[src/rtl/rdc_pkg.sv]
// Shared constants, types and the digit-to-ASCII function of the radix digit converter.
package rdc_pkg;

  localparam int unsigned RADIX_W = 5;
  localparam int unsigned CHAR_W  = 7;

  localparam logic [RADIX_W-1:0] RADIX_RESET = 5'd10;
  localparam logic [RADIX_W-1:0] RADIX_MIN   = 5'd2;
  localparam logic [RADIX_W-1:0] DEC_LIMIT   = 5'd10;

  localparam logic [CHAR_W-1:0] DIGIT_BASE  = 7'd48;  // '0'
  localparam logic [CHAR_W-1:0] DIGIT_LAST  = 7'd57;  // '9'
  localparam logic [CHAR_W-1:0] LETTER_BASE = 7'd65;  // 'A'
  localparam logic [CHAR_W-1:0] LETTER_LAST = 7'd90;  // 'Z'

  // Divider status toward the sequencer.
  typedef struct packed {
    logic done;
    logic quot_zero;
  } div_stat_t;

  function automatic logic [CHAR_W-1:0] ascii_of(input logic [RADIX_W-1:0] d);
    logic [CHAR_W-1:0] d_ext;
    d_ext = CHAR_W'(d);
    if (d < DEC_LIMIT) begin
      return DIGIT_BASE + d_ext;
    end else begin
      return LETTER_BASE + d_ext - CHAR_W'(DEC_LIMIT);
    end
  endfunction

endpackage

[src/rtl/rdc_div.sv]
// Bit-serial restoring divider: one quotient bit per cycle by a narrow divisor.
module rdc_div #(
  parameter int unsigned VALUE_BITS = 32
) (
  input  logic                       clk_i,
  input  logic                       rst_ni,
  input  logic                       start_i,
  input  logic [VALUE_BITS-1:0]      dividend_i,
  input  logic [rdc_pkg::RADIX_W-1:0] divisor_i,
  output rdc_pkg::div_stat_t         stat_o,
  output logic [VALUE_BITS-1:0]      quot_o,
  output logic [rdc_pkg::RADIX_W-1:0] rem_o
);
  import rdc_pkg::*;

  localparam int unsigned CntW = $clog2(VALUE_BITS);
  localparam logic [CntW-1:0] LastStep = CntW'(VALUE_BITS - 1);

  logic [VALUE_BITS-1:0] quot_q, quot_d;
  logic [RADIX_W-1:0]    rem_q, rem_d;
  logic [RADIX_W-1:0]    div_q;
  logic [CntW-1:0]       cnt_q, cnt_d;
  logic                  busy_q, busy_d;
  logic                  done_q, done_d;
  logic                  zero_q, zero_d;
  logic [RADIX_W:0]      trial;
  logic [RADIX_W:0]      diff;

  always_comb begin
    trial  = {rem_q, quot_q[VALUE_BITS-1]};
    diff   = trial - {1'b0, div_q};
    quot_d = quot_q;
    rem_d  = rem_q;
    cnt_d  = cnt_q;
    busy_d = busy_q;
    done_d = 1'b0;
    zero_d = zero_q;
    if (start_i) begin
      quot_d = dividend_i;
      rem_d  = '0;
      cnt_d  = '0;
      busy_d = 1'b1;
      zero_d = 1'b0;
    end else if (busy_q) begin
      // Shift in the next dividend bit; subtract when it fits.
      quot_d = {quot_q[VALUE_BITS-2:0], ~diff[RADIX_W]};
      rem_d  = diff[RADIX_W] ? trial[RADIX_W-1:0] : diff[RADIX_W-1:0];
      cnt_d  = cnt_q + 1'b1;
      if (cnt_q == LastStep) begin
        busy_d = 1'b0;
        done_d = 1'b1;
        zero_d = (quot_d == '0);
      end
    end
  end

  always_ff @(posedge clk_i or negedge rst_ni) begin
    if (!rst_ni) begin
      cnt_q  <= '0;
      busy_q <= 1'b0;
      done_q <= 1'b0;
      zero_q <= 1'b0;
    end else begin
      cnt_q  <= cnt_d;
      busy_q <= busy_d;
      done_q <= done_d;
      zero_q <= zero_d;
    end
  end

  always_ff @(posedge clk_i) begin
    quot_q <= quot_d;
    rem_q  <= rem_d;
    if (start_i) begin
      div_q <= divisor_i;
    end
  end

  assign stat_o.done      = done_q;
  assign stat_o.quot_zero = zero_q;
  assign quot_o           = quot_q;
  assign rem_o            = rem_q;

endmodule

[src/rtl/radix_digit_converter.sv]
// Top level of the radix digit converter: value in, ASCII digits out, MSD first.
// Flow: each digit comes from the bit-serial divider; each digit word is then shown
//   by a store read followed by the output.
// Throughput: one value at a time; the next value is taken the cycle after the last digit.
// Reset: asynchronous, active low; clears control state and sets radix to 10.
module radix_digit_converter #(
  parameter int unsigned VALUE_BITS = 32,
  parameter int unsigned MAX_RADIX  = 16
) (
  input  logic                        clk_i,
  input  logic                        rst_ni,
  // configuration write channel
  input  logic                        cfg_valid_i,
  output logic                        cfg_ready_o,
  input  logic [rdc_pkg::RADIX_W-1:0] radix_i,
  // value input channel
  input  logic                        value_valid_i,
  output logic                        value_ready_o,
  input  logic [VALUE_BITS-1:0]       value_i,
  // digit output channel
  output logic                        digit_valid_o,
  input  logic                        digit_ready_i,
  output logic [rdc_pkg::CHAR_W-1:0]  digit_char_o,
  output logic                        last_digit_o
);
  import rdc_pkg::*;

  localparam int unsigned AddrW    = $clog2(VALUE_BITS);
  localparam int unsigned CntW     = $clog2(VALUE_BITS + 1);
  localparam int unsigned RadixTop = (1 << RADIX_W) - 1;
  localparam int unsigned SatMax   = (MAX_RADIX > RadixTop) ? RadixTop : MAX_RADIX;
  localparam int unsigned DigW     = ($clog2(MAX_RADIX) > RADIX_W) ? RADIX_W
                                                                   : $clog2(MAX_RADIX);
  localparam logic [RADIX_W-1:0] MaxBase = RADIX_W'(SatMax);
  localparam logic [CntW-1:0]    NMax    = CntW'(VALUE_BITS);

  // Sequencer states.
  localparam logic [1:0] StIdle = 2'd0;  // wait for a value word
  localparam logic [1:0] StDiv  = 2'd1;  // divider peels off the digits one by one
  localparam logic [1:0] StRead = 2'd2;  // read the next digit from the store
  localparam logic [1:0] StShow = 2'd3;  // hold the digit word until taken

  logic [1:0]            state_q, state_d;
  logic [RADIX_W-1:0]    radix_q;
  logic [RADIX_W-1:0]    base;
  logic [CntW-1:0]       cnt_q, cnt_d;
  logic [AddrW-1:0]      idx_q, idx_d;
  logic                  last_q, last_d;
  logic [DigW-1:0]       dig_q;
  logic                  div_start;
  logic [VALUE_BITS-1:0] div_in;
  div_stat_t             div_stat;
  logic [VALUE_BITS-1:0] div_quot;
  logic [RADIX_W-1:0]    div_rem;
  logic                  store_we;
  logic                  rd_en;

  // Digit store, least significant digit at address zero.
  logic [DigW-1:0]       store_q [VALUE_BITS];

  // Saturate the base into the legal range.
  always_comb begin
    priority if (radix_q < RADIX_MIN) begin
      base = RADIX_MIN;
    end else if (radix_q > MaxBase) begin
      base = MaxBase;
    end else begin
      base = radix_q;
    end
  end

  rdc_div #(
    .VALUE_BITS(VALUE_BITS)
  ) u_div (
    .clk_i     (clk_i),
    .rst_ni    (rst_ni),
    .start_i   (div_start),
    .dividend_i(div_in),
    .divisor_i (base),
    .stat_o    (div_stat),
    .quot_o    (div_quot),
    .rem_o     (div_rem)
  );

  always_comb begin
    state_d   = state_q;
    cnt_d     = cnt_q;
    idx_d     = idx_q;
    last_d    = last_q;
    div_start = 1'b0;
    div_in    = div_quot;
    store_we  = 1'b0;
    rd_en     = 1'b0;
    unique case (state_q)
      StIdle: begin
        div_in = value_i;
        if (value_valid_i) begin
          div_start = 1'b1;
          cnt_d     = '0;
          state_d   = StDiv;
        end
      end
      StDiv: begin
        if (div_stat.done) begin
          // Store the remainder as the next digit; stop once the quotient runs out or the store is full.
          store_we = 1'b1;
          cnt_d    = cnt_q + 1'b1;
          if (div_stat.quot_zero || (cnt_d == NMax)) begin
            idx_d   = cnt_q[AddrW-1:0];
            state_d = StRead;
          end else begin
            div_start = 1'b1;
          end
        end
      end
      StRead: begin
        rd_en   = 1'b1;
        last_d  = (idx_q == '0);
        state_d = StShow;
      end
      StShow: begin
        if (digit_ready_i) begin
          if (last_q) begin
            state_d = StIdle;
          end else begin
            idx_d   = idx_q - 1'b1;
            state_d = StRead;
          end
        end
      end
    endcase
  end

  always_ff @(posedge clk_i or negedge rst_ni) begin
    if (!rst_ni) begin
      state_q <= StIdle;
      radix_q <= RADIX_RESET;
      cnt_q   <= '0;
      idx_q   <= '0;
      last_q  <= 1'b0;
    end else begin
      state_q <= state_d;
      cnt_q   <= cnt_d;
      idx_q   <= idx_d;
      last_q  <= last_d;
      if (cfg_valid_i) begin
        radix_q <= radix_i;
      end
    end
  end

  // Store write and registered read.
  always_ff @(posedge clk_i) begin
    if (store_we) begin
      store_q[cnt_q[AddrW-1:0]] <= div_rem[DigW-1:0];
    end
    if (rd_en) begin
      dig_q <= store_q[idx_q];
    end
  end

  assign cfg_ready_o   = 1'b1;
  assign value_ready_o = (state_q == StIdle);
  assign digit_valid_o = (state_q == StShow);
  assign digit_char_o  = ascii_of(RADIX_W'(dig_q));
  assign last_digit_o  = last_q;

endmodule

[config.mk]
export PLATFORM = sky130hd
export DESIGN_NAME = radix_digit_converter
export DESIGN_NICKNAME = d
export VERILOG_FILES = /design/src/rtl/rdc_pkg.sv /design/src/rtl/rdc_div.sv /design/src/rtl/radix_digit_converter.sv
export SDC_FILE = /design/constraint.sdc
export NUM_CORES = 1
export LEC_CHECK = 0
export ABC_CLOCK_PERIOD_IN_PS = 5260
export BUFFER_PORTS_ARGS = -buffer_cell sky130_fd_sc_hd__buf_4
export CAP_MARGIN = 20
export CORE_ASPECT_RATIO = 2
export CORE_UTILIZATION = 27
export DETAILED_ROUTE_END_ITERATION = 8
export MAX_ROUTING_LAYER = met4
export SYNTH_ARGS = -nofsm -noshare
export SYNTH_HDL_FRONTEND = slang
export SYNTH_SLANG_ARGS = --single-unit
[constraint.sdc]
create_clock -name clk_i -period 5.26 [get_ports clk_i]
set_clock_uncertainty 0.15 [all_clocks]
set_input_delay 0 -clock clk_i [delete_from_list [all_inputs] [get_ports clk_i]]
set_output_delay 0 -clock clk_i [all_outputs]
set_load 0.01 [all_outputs]
==> results of run 1 <==
-- metrics by stage --
step           util [%]  instance area, sq um  hold slack [ns]  worst slack [ns]  std cells
6_report           33.5                 10800            0.185              2.30       1107
3_5_place_dp       30.0                  9670           -0.200              2.36       1026
3_3_place_gp       30.0                  9670           -0.205              2.38       1026
4_1_cts            33.4                 10800            0.168              2.30       1106
2_1_floorplan         -                  8820           -0.446              1.61        569
5_1_grt            33.5                 10800            0.187              2.12       1107
-- cells by family (layout without fill, tap and decap cells) --
group,count (synthesis),in the layout,share of synthesized area (%)
multiplexers,83,83,15.8
XOR/XNOR,8,8,0.794
AO/OA/AOI/OAI,59,59,4.43
adder cells (fa/ha/maj),15,15,2.21
buffers and inverters,48,159,2.35
flip-flops,201,201,66.4
other,1,1,0.0425
AND/OR/NAND/NOR,154,154,7.96
-- final timing paths --
path,from,endpoint,slack (ns),cells past startpoint
max,cnt_q[1],state_q[0],2.30,7
min,cfg_valid_i,radix_q[2],0.19,3
max reg2reg,cnt_q[1],state_q[0],2.30,7
min reg2reg,u_div.cnt_q[4],u_div.cnt_q[4],0.38,2
max in group asynchronous,rst_ni,idx_q[1],4.37,4
min in group asynchronous,rst_ni,radix_q[4],0.40,4
-- synth_stat cells (2+ instances only) --
cell	instances
xnor2_1	5
a31oi_1	4
and2_1	3
buf_6	2
dfstp_2	2
o2bb2ai_1	2
edfxtp_1	169
nand2b_1	3
mux2_4	5
a21o_1	4
a21oi_1	8
o21ai_0	19
nand3_1	10
nor3_1	6
clkbuf_1	16
mux2i_1	5
nand2_1	40
nor2_1	61
xor2_1	3
a211oi_1	4
mux4_2	40
mux2_2	33
ha_1	14
dfxtp_1	5
and3_1	3
dfrtp_1	25
nor2b_1	5
nand4_1	6
or3_1	3
buf_2	7
nor4_1	8
inv_1	21
-- critical path: stages, from the launching register on --
cell	delay [ns]
dfrtp_1	0.45
ha_1	0.29
nand2_1	0.07
or4_4	0.55
a21oi_1	0.45
or2_2	0.25
nor2_1	0.06
dlygate4sd3_1	0.56
-- state kept, by name, summed over array words and instances (netlist names) --
name          count
cnt_q             6
dig_q             4
idx_q             5
last_digit_o      1
radix_q           5
state_q           2
store_q         128
u_div.busy_q      1
u_div.cnt_q       5
u_div.div_q       5
u_div.done_q      1
u_div.quot_o     32
u_div.rem_o       5
u_div.zero_q      1
-- metal layers --
metal	part of all wire [%]	wire, um	vias up	global-route usage (%)
met3	3.2	585	32	1.41
met2	60	11100	115	23.4
met5	0	0	-	-
met4	3.0	563	0	4.84
li1	-	-	2376	-
met1	34	6320	2489	11.3
-- power by group through the flow --
stage | sequential [mW] | combinational [mW] | clock, mW
2_1_floorplan | 2.41 | 1.29 | 0
3_3_place_gp | 2.58 | 1.68 | 0
3_5_place_dp | 2.58 | 1.72 | 0
4_1_cts | 2.55 | 1.76 | 1.41
5_1_grt | 2.59 | 1.93 | 1.45
6_report | 2.53 | 1.75 | 1.37
-- cell type report --
type,instances,area share [%]
Tap cell,427,4.95
Multi-Input combinational cell,320,25.7
Clock inverter,6,0.823
Timing Repair Buffer,106,8.70
Inverter,21,0.730
Clock buffer,26,4.83
Sequential cell,201,54.3
-- repair_timing --
item                      CTS  global route
hold buffers               48             0
buffers inserted            0             0
hold endpoints to repair   71             0
==> metrics.csv, run 1 <==
metric,value,unit
outcome,"finished, final reports clean",
DRT Pass-1 Iters,4,
maximum vdd drop,0.344,mV
# resized after CTS,0,
Comb power frac,31.0,%
die width,130,um
fraction of layout cells with a size suffix above 1,25.4,%
Mapped Area,0.00882,sq mm
Site Rows,93,
first-pass GRT wire length,29.1,mm
vias in the first global route,5254,
Syn Nets,626,
wire per inst,16.7,um
die height,258,um
register share of total power,44.8,%
CTS tree,done,
Ports,53,
# fillers,3130,
Worst Setup Path Type,reg2reg,
power per cell area,524,mW/mm^2
CTS Sinks,201,
gr ovfl total,0,
top-area cell type share of the netlist area,57.5,%
setup TNS,0,ns
H-tree levels,1,
leading area contributor after synthesis,edfxtp_1,
Final #Nets,725,
CTS root buf,clkbuf_16,
Ys Warns,0,
Setup crit start kind,register,
critical path capture point type,register,
remaining antenna violation count,0,
Synth area leaders,"edfxtp_1 (58%), mux4_2 (10%), dfrtp_1 (7.1%)",
register area,0.00586,sq mm
internal power,3.84,mW
crit-path max FO,7,
Final period util,56.4,%
"EDFF count, synth",169,
Buffers on Ports,51,
Remaining DRCs,0,
routability cong.,0.808,
"FF+latch count, synth",201,
ANT cells,0,
Tot GR Track Use,11.9,%
Post-Route WL,18.5,mm
Initial Utilization,27.4,%
"Setup violations, final",0,
RSZ-0062 raised after global routing,no,
Clock Pin Slew Worst Setup and Hold Paths,0.07,ns
Hold WC Path Type,in2reg,
switching pwr,1.81,mW
sequential cell area fraction in the yosys report,66.4,%
CTS buffer count,18,
Core Area,0.0322,sq mm
Initial DRC Count,254,
"commonest non-fill, non-tap cells in the layout","edfxtp_1 (169), nor2_1 (61), buf_4 (57)",
sw frac,32.1,%
"commonest non-fill, non-tap cell in the layout",edfxtp_1,
worst relative slew slack,45.4,%
Critical Path AT,3.18,ns
Pwr Total,5.66,mW
synthesized area per cell,15.5,sq um
clk buf depth,3,
fmax,337,MHz
Final HPWL DP,12.8,mm
max_cap viols,0,
vias per cell,4.53,
final hold viol count,0,
LEAKAGE,3.69,nW
largest net degree at the start of global routing,37,
min Tclk post-route,2.96,ns
DR vias,5012,
die area,0.0334,sq mm
worst skew pair latency,0.49,ns
Tightest Pin Transition,0.819,ns
clock network fraction of design power,24.2,%
CP Data Required Time,5.48,ns
Netlist cell types,60,
multi-input logic area,0.00277,sq mm
antenna violations before repair,0,
fraction of registers with async set/reset,13.4,%
Post-Synthesis Cells,569,
Area Overhead vs Synth,22.4,%
fin. max-slew vios,0,
dominant synthesized flop cell,edfxtp_1,
No activity file was read; power rests on OpenSTA's default activity.
==> inputs of run 2 (changes only) <==
--- a/config.mk
+++ b/config.mk
@@ -5,7 +5,7 @@
 export SDC_FILE = /design/constraint.sdc
 export NUM_CORES = 1
 export LEC_CHECK = 0
-export ABC_CLOCK_PERIOD_IN_PS = 5260
+export ABC_CLOCK_PERIOD_IN_PS = 2550
 export BUFFER_PORTS_ARGS = -buffer_cell sky130_fd_sc_hd__buf_4
 export CAP_MARGIN = 20
 export CORE_ASPECT_RATIO = 2
==> constraint.sdc (replaced) <==
create_clock -name clk_i -period 2.55 [get_ports clk_i]
set_clock_uncertainty 0.15 [all_clocks]
set_input_delay 0 -clock clk_i [delete_from_list [all_inputs] [get_ports clk_i]]
set_output_delay 0 -clock clk_i [all_outputs]
set_load 0.01 [all_outputs]
==> metrics.csv, run 2 (synthesis results as in run 1) <==
metric,value,unit,change
outcome,"finished, final reports clean",,unchanged
sw frac,32.2,%,was 32.1%
slowest CP cell,or4_4,,was dlygate4sd3_1
CTS tree,done,,unchanged
antenna violations before repair,0,,unchanged
die height,258,um,unchanged
Clock Pin Slew Worst Setup and Hold Paths,0.07,ns,about the same
min Tclk post-route,2.44,ns,was 2.96 ns
fraction of layout cells with a size suffix above 1,28.6,%,was 25.4%
Hold WC Path Type,in2reg,,unchanged
Ports,53,,unchanged
"commonest non-fill, non-tap cell in the layout",edfxtp_1,,unchanged
DR vias,5130,,was 5012
Core Area,0.0322,sq mm,unchanged
crit-path max FO,4,,was 7
max_cap viols,0,,unchanged
wire per inst,16.9,um,was 16.7 um
Initial DRC Count,322,,was 254
switching pwr,3.86,mW,was 1.81 mW
Final #Nets,745,,was 725
"commonest non-fill, non-tap cells in the layout","edfxtp_1 (169), buf_4 (73), nor2_1 (61)",,"was edfxtp_1 (169), nor2_1 (61), buf_4 (57)"
gr ovfl total,0,,unchanged
register share of total power,42.0,%,was 44.8%
routability cong.,0.844,,was 0.808
clock network fraction of design power,24.0,%,was 24.2%
fmax,410,MHz,was 337 MHz
Pwr Total,12.0,mW,was 5.66 mW
largest net degree at the start of global routing,42,,was 37
worst setup margin,0.109,ns,was 2.30 ns
Buffers on Ports,51,,unchanged
CTS buffer count,19,,was 18
Non-Filler Instances,1127,,was 1107
internal power,8.11,mW,was 3.84 mW
H-tree levels,1,,unchanged
dpl ws,0.00982,ns,was 2.36 ns
CP Data Required Time,2.78,ns,was 5.48 ns
ANT cells,0,,unchanged
Final HPWL DP,13.4,mm,was 12.8 mm
Area Overhead vs Synth,24.8,%,was 22.4%
CTS Sinks,201,,unchanged
vias in the first global route,5556,,was 5254
CTS root buf,clkbuf_16,,unchanged
maximum vdd drop,0.657,mV,was 0.344 mV
power per cell area,1090,mW/mm^2,was 524 mW/mm^2
post-placement cell count,1045,,was 1026
max reg flops,128,,unchanged
worst relative slew slack,57.5,%,was 45.4%
register area,0.00586,sq mm,about the same
# fillers,3079,,was 3130
Tightest Pin Transition,0.637,ns,was 0.819 ns
Worst Setup Path Type,reg2reg,,unchanged
Setup crit start kind,register,,unchanged
Remaining DRCs,0,,unchanged
Site Rows,93,,unchanged
fin util,34.1,%,was 33.5%
remaining antenna violation count,0,,unchanged
Comb power frac,33.9,%,was 31.0%
Hold WS,0.195,ns,was 0.185 ns
die width,130,um,unchanged
final hold viol count,0,,unchanged
Critical Path AT,2.67,ns,was 3.18 ns
DRT Pass-1 Iters,4,,unchanged
fin. max-slew vios,0,,unchanged
worst skew pair latency,0.49,ns,about the same
vias per cell,4.55,,was 4.53
multi-input logic area,0.00279,sq mm,was 0.00277 sq mm
max incr delay on CP,0.56,ns,about the same
die area,0.0334,sq mm,unchanged
critical path capture point type,register,,unchanged
"reg-to-reg slack, setup",0.11,ns,was 2.30 ns
LEAKAGE,3.81,nW,was 3.69 nW
"Setup violations, final",0,,unchanged
Post-Route WL,19.1,mm,was 18.5 mm
clk buf depth,3,,unchanged
first-pass GRT wire length,30.2,mm,was 29.1 mm
Initial Utilization,27.4,%,unchanged
Final period util,95.7,%,was 56.4%
crit path cell chain,ha_1 > nand2_1 > or4_4 > a21oi_4 > or2_2 > nor2_1 > dlygate4sd3_1,,was ha_1 > nand2_1 > or4_4 > a21oi_1 > or2_2 > nor2_1 > dlygate4sd3_1
Tot GR Track Use,12.3,%,was 11.9%
run 2: layout make-up:
type / instances / share of cell area, %
timing repair buffer: 125 / 10.2
tap: 427 / 4.85
sequential: 201 / 53.2
clock buffer: 22 / 4.51
inverter: 21 / 0.716
multi-input combinational: 320 / 25.4
clock inverter: 11 / 1.17
run 2: final timing paths:
| kind | from | endpoint | cells after the start |
|---|---|---|---|
| worst max register to register | cnt_q[0] | state_q[0] | 7 |
| min in group asynchronous | rst_ni | radix_q[4] | 4 |
| worst max-delay path | cnt_q[0] | state_q[0] | 7 |
| worst min register to register | u_div.cnt_q[4] | u_div.cnt_q[4] | 2 |
| max in group asynchronous | rst_ni | idx_q[0] | 4 |
| worst min-delay path | cfg_valid_i | radix_q[1] | 3 |
run 2: critical path, delay by kind of cell (launching register included):
family / cells / cell delay, ns
simple gates: 4 / 0.88
fa+ha+maj: 1 / 0.18
compound gates: 1 / 0.20
flops: 1 / 0.36
buf+inv: 1 / 0.55
run 2: metal layers:
metal | GRT usage (%) | routed length, um | vias up
li1 | - | - | 2424
met1 | 11.4 | 6470 | 2544
met2 | 24.0 | 11300 | 116
met3 | 1.04 | 484 | 46
met4 | 6.69 | 783 | 0
met5 | - | 0 | -
run 2: through the flow:
stage          setup TNS, ns  area (sq um)
3_5_place_dp               0          9870
2_1_floorplan              0          8840
5_1_grt              -0.0155         11000
3_3_place_gp               0          9870
4_1_cts                    0         11000
6_report                   0         11000
run 2: power by group through the flow:
stage	Sequential (mW)	Clock, mW	Combinational (mW)
after floorplan	4.97	0	2.67
after global placement	5.09	0	3.96
after detailed placement	5.11	0	4.03
after CTS	5.04	2.96	4.12
after global routing	5.11	3.07	4.45
final	5.03	2.87	4.06
run 2: what timing repair did:
| item | 4_1_cts | 5_1_grt |
|---|---|---|
| endpoints found under the setup margin | 0 | 3 |
| endpoints found under the hold margin | 71 | 0 |
| hold buffers | 48 | 0 |
| resized for setup | 0 | 3 |
| buffers inserted | 0 | 1 |
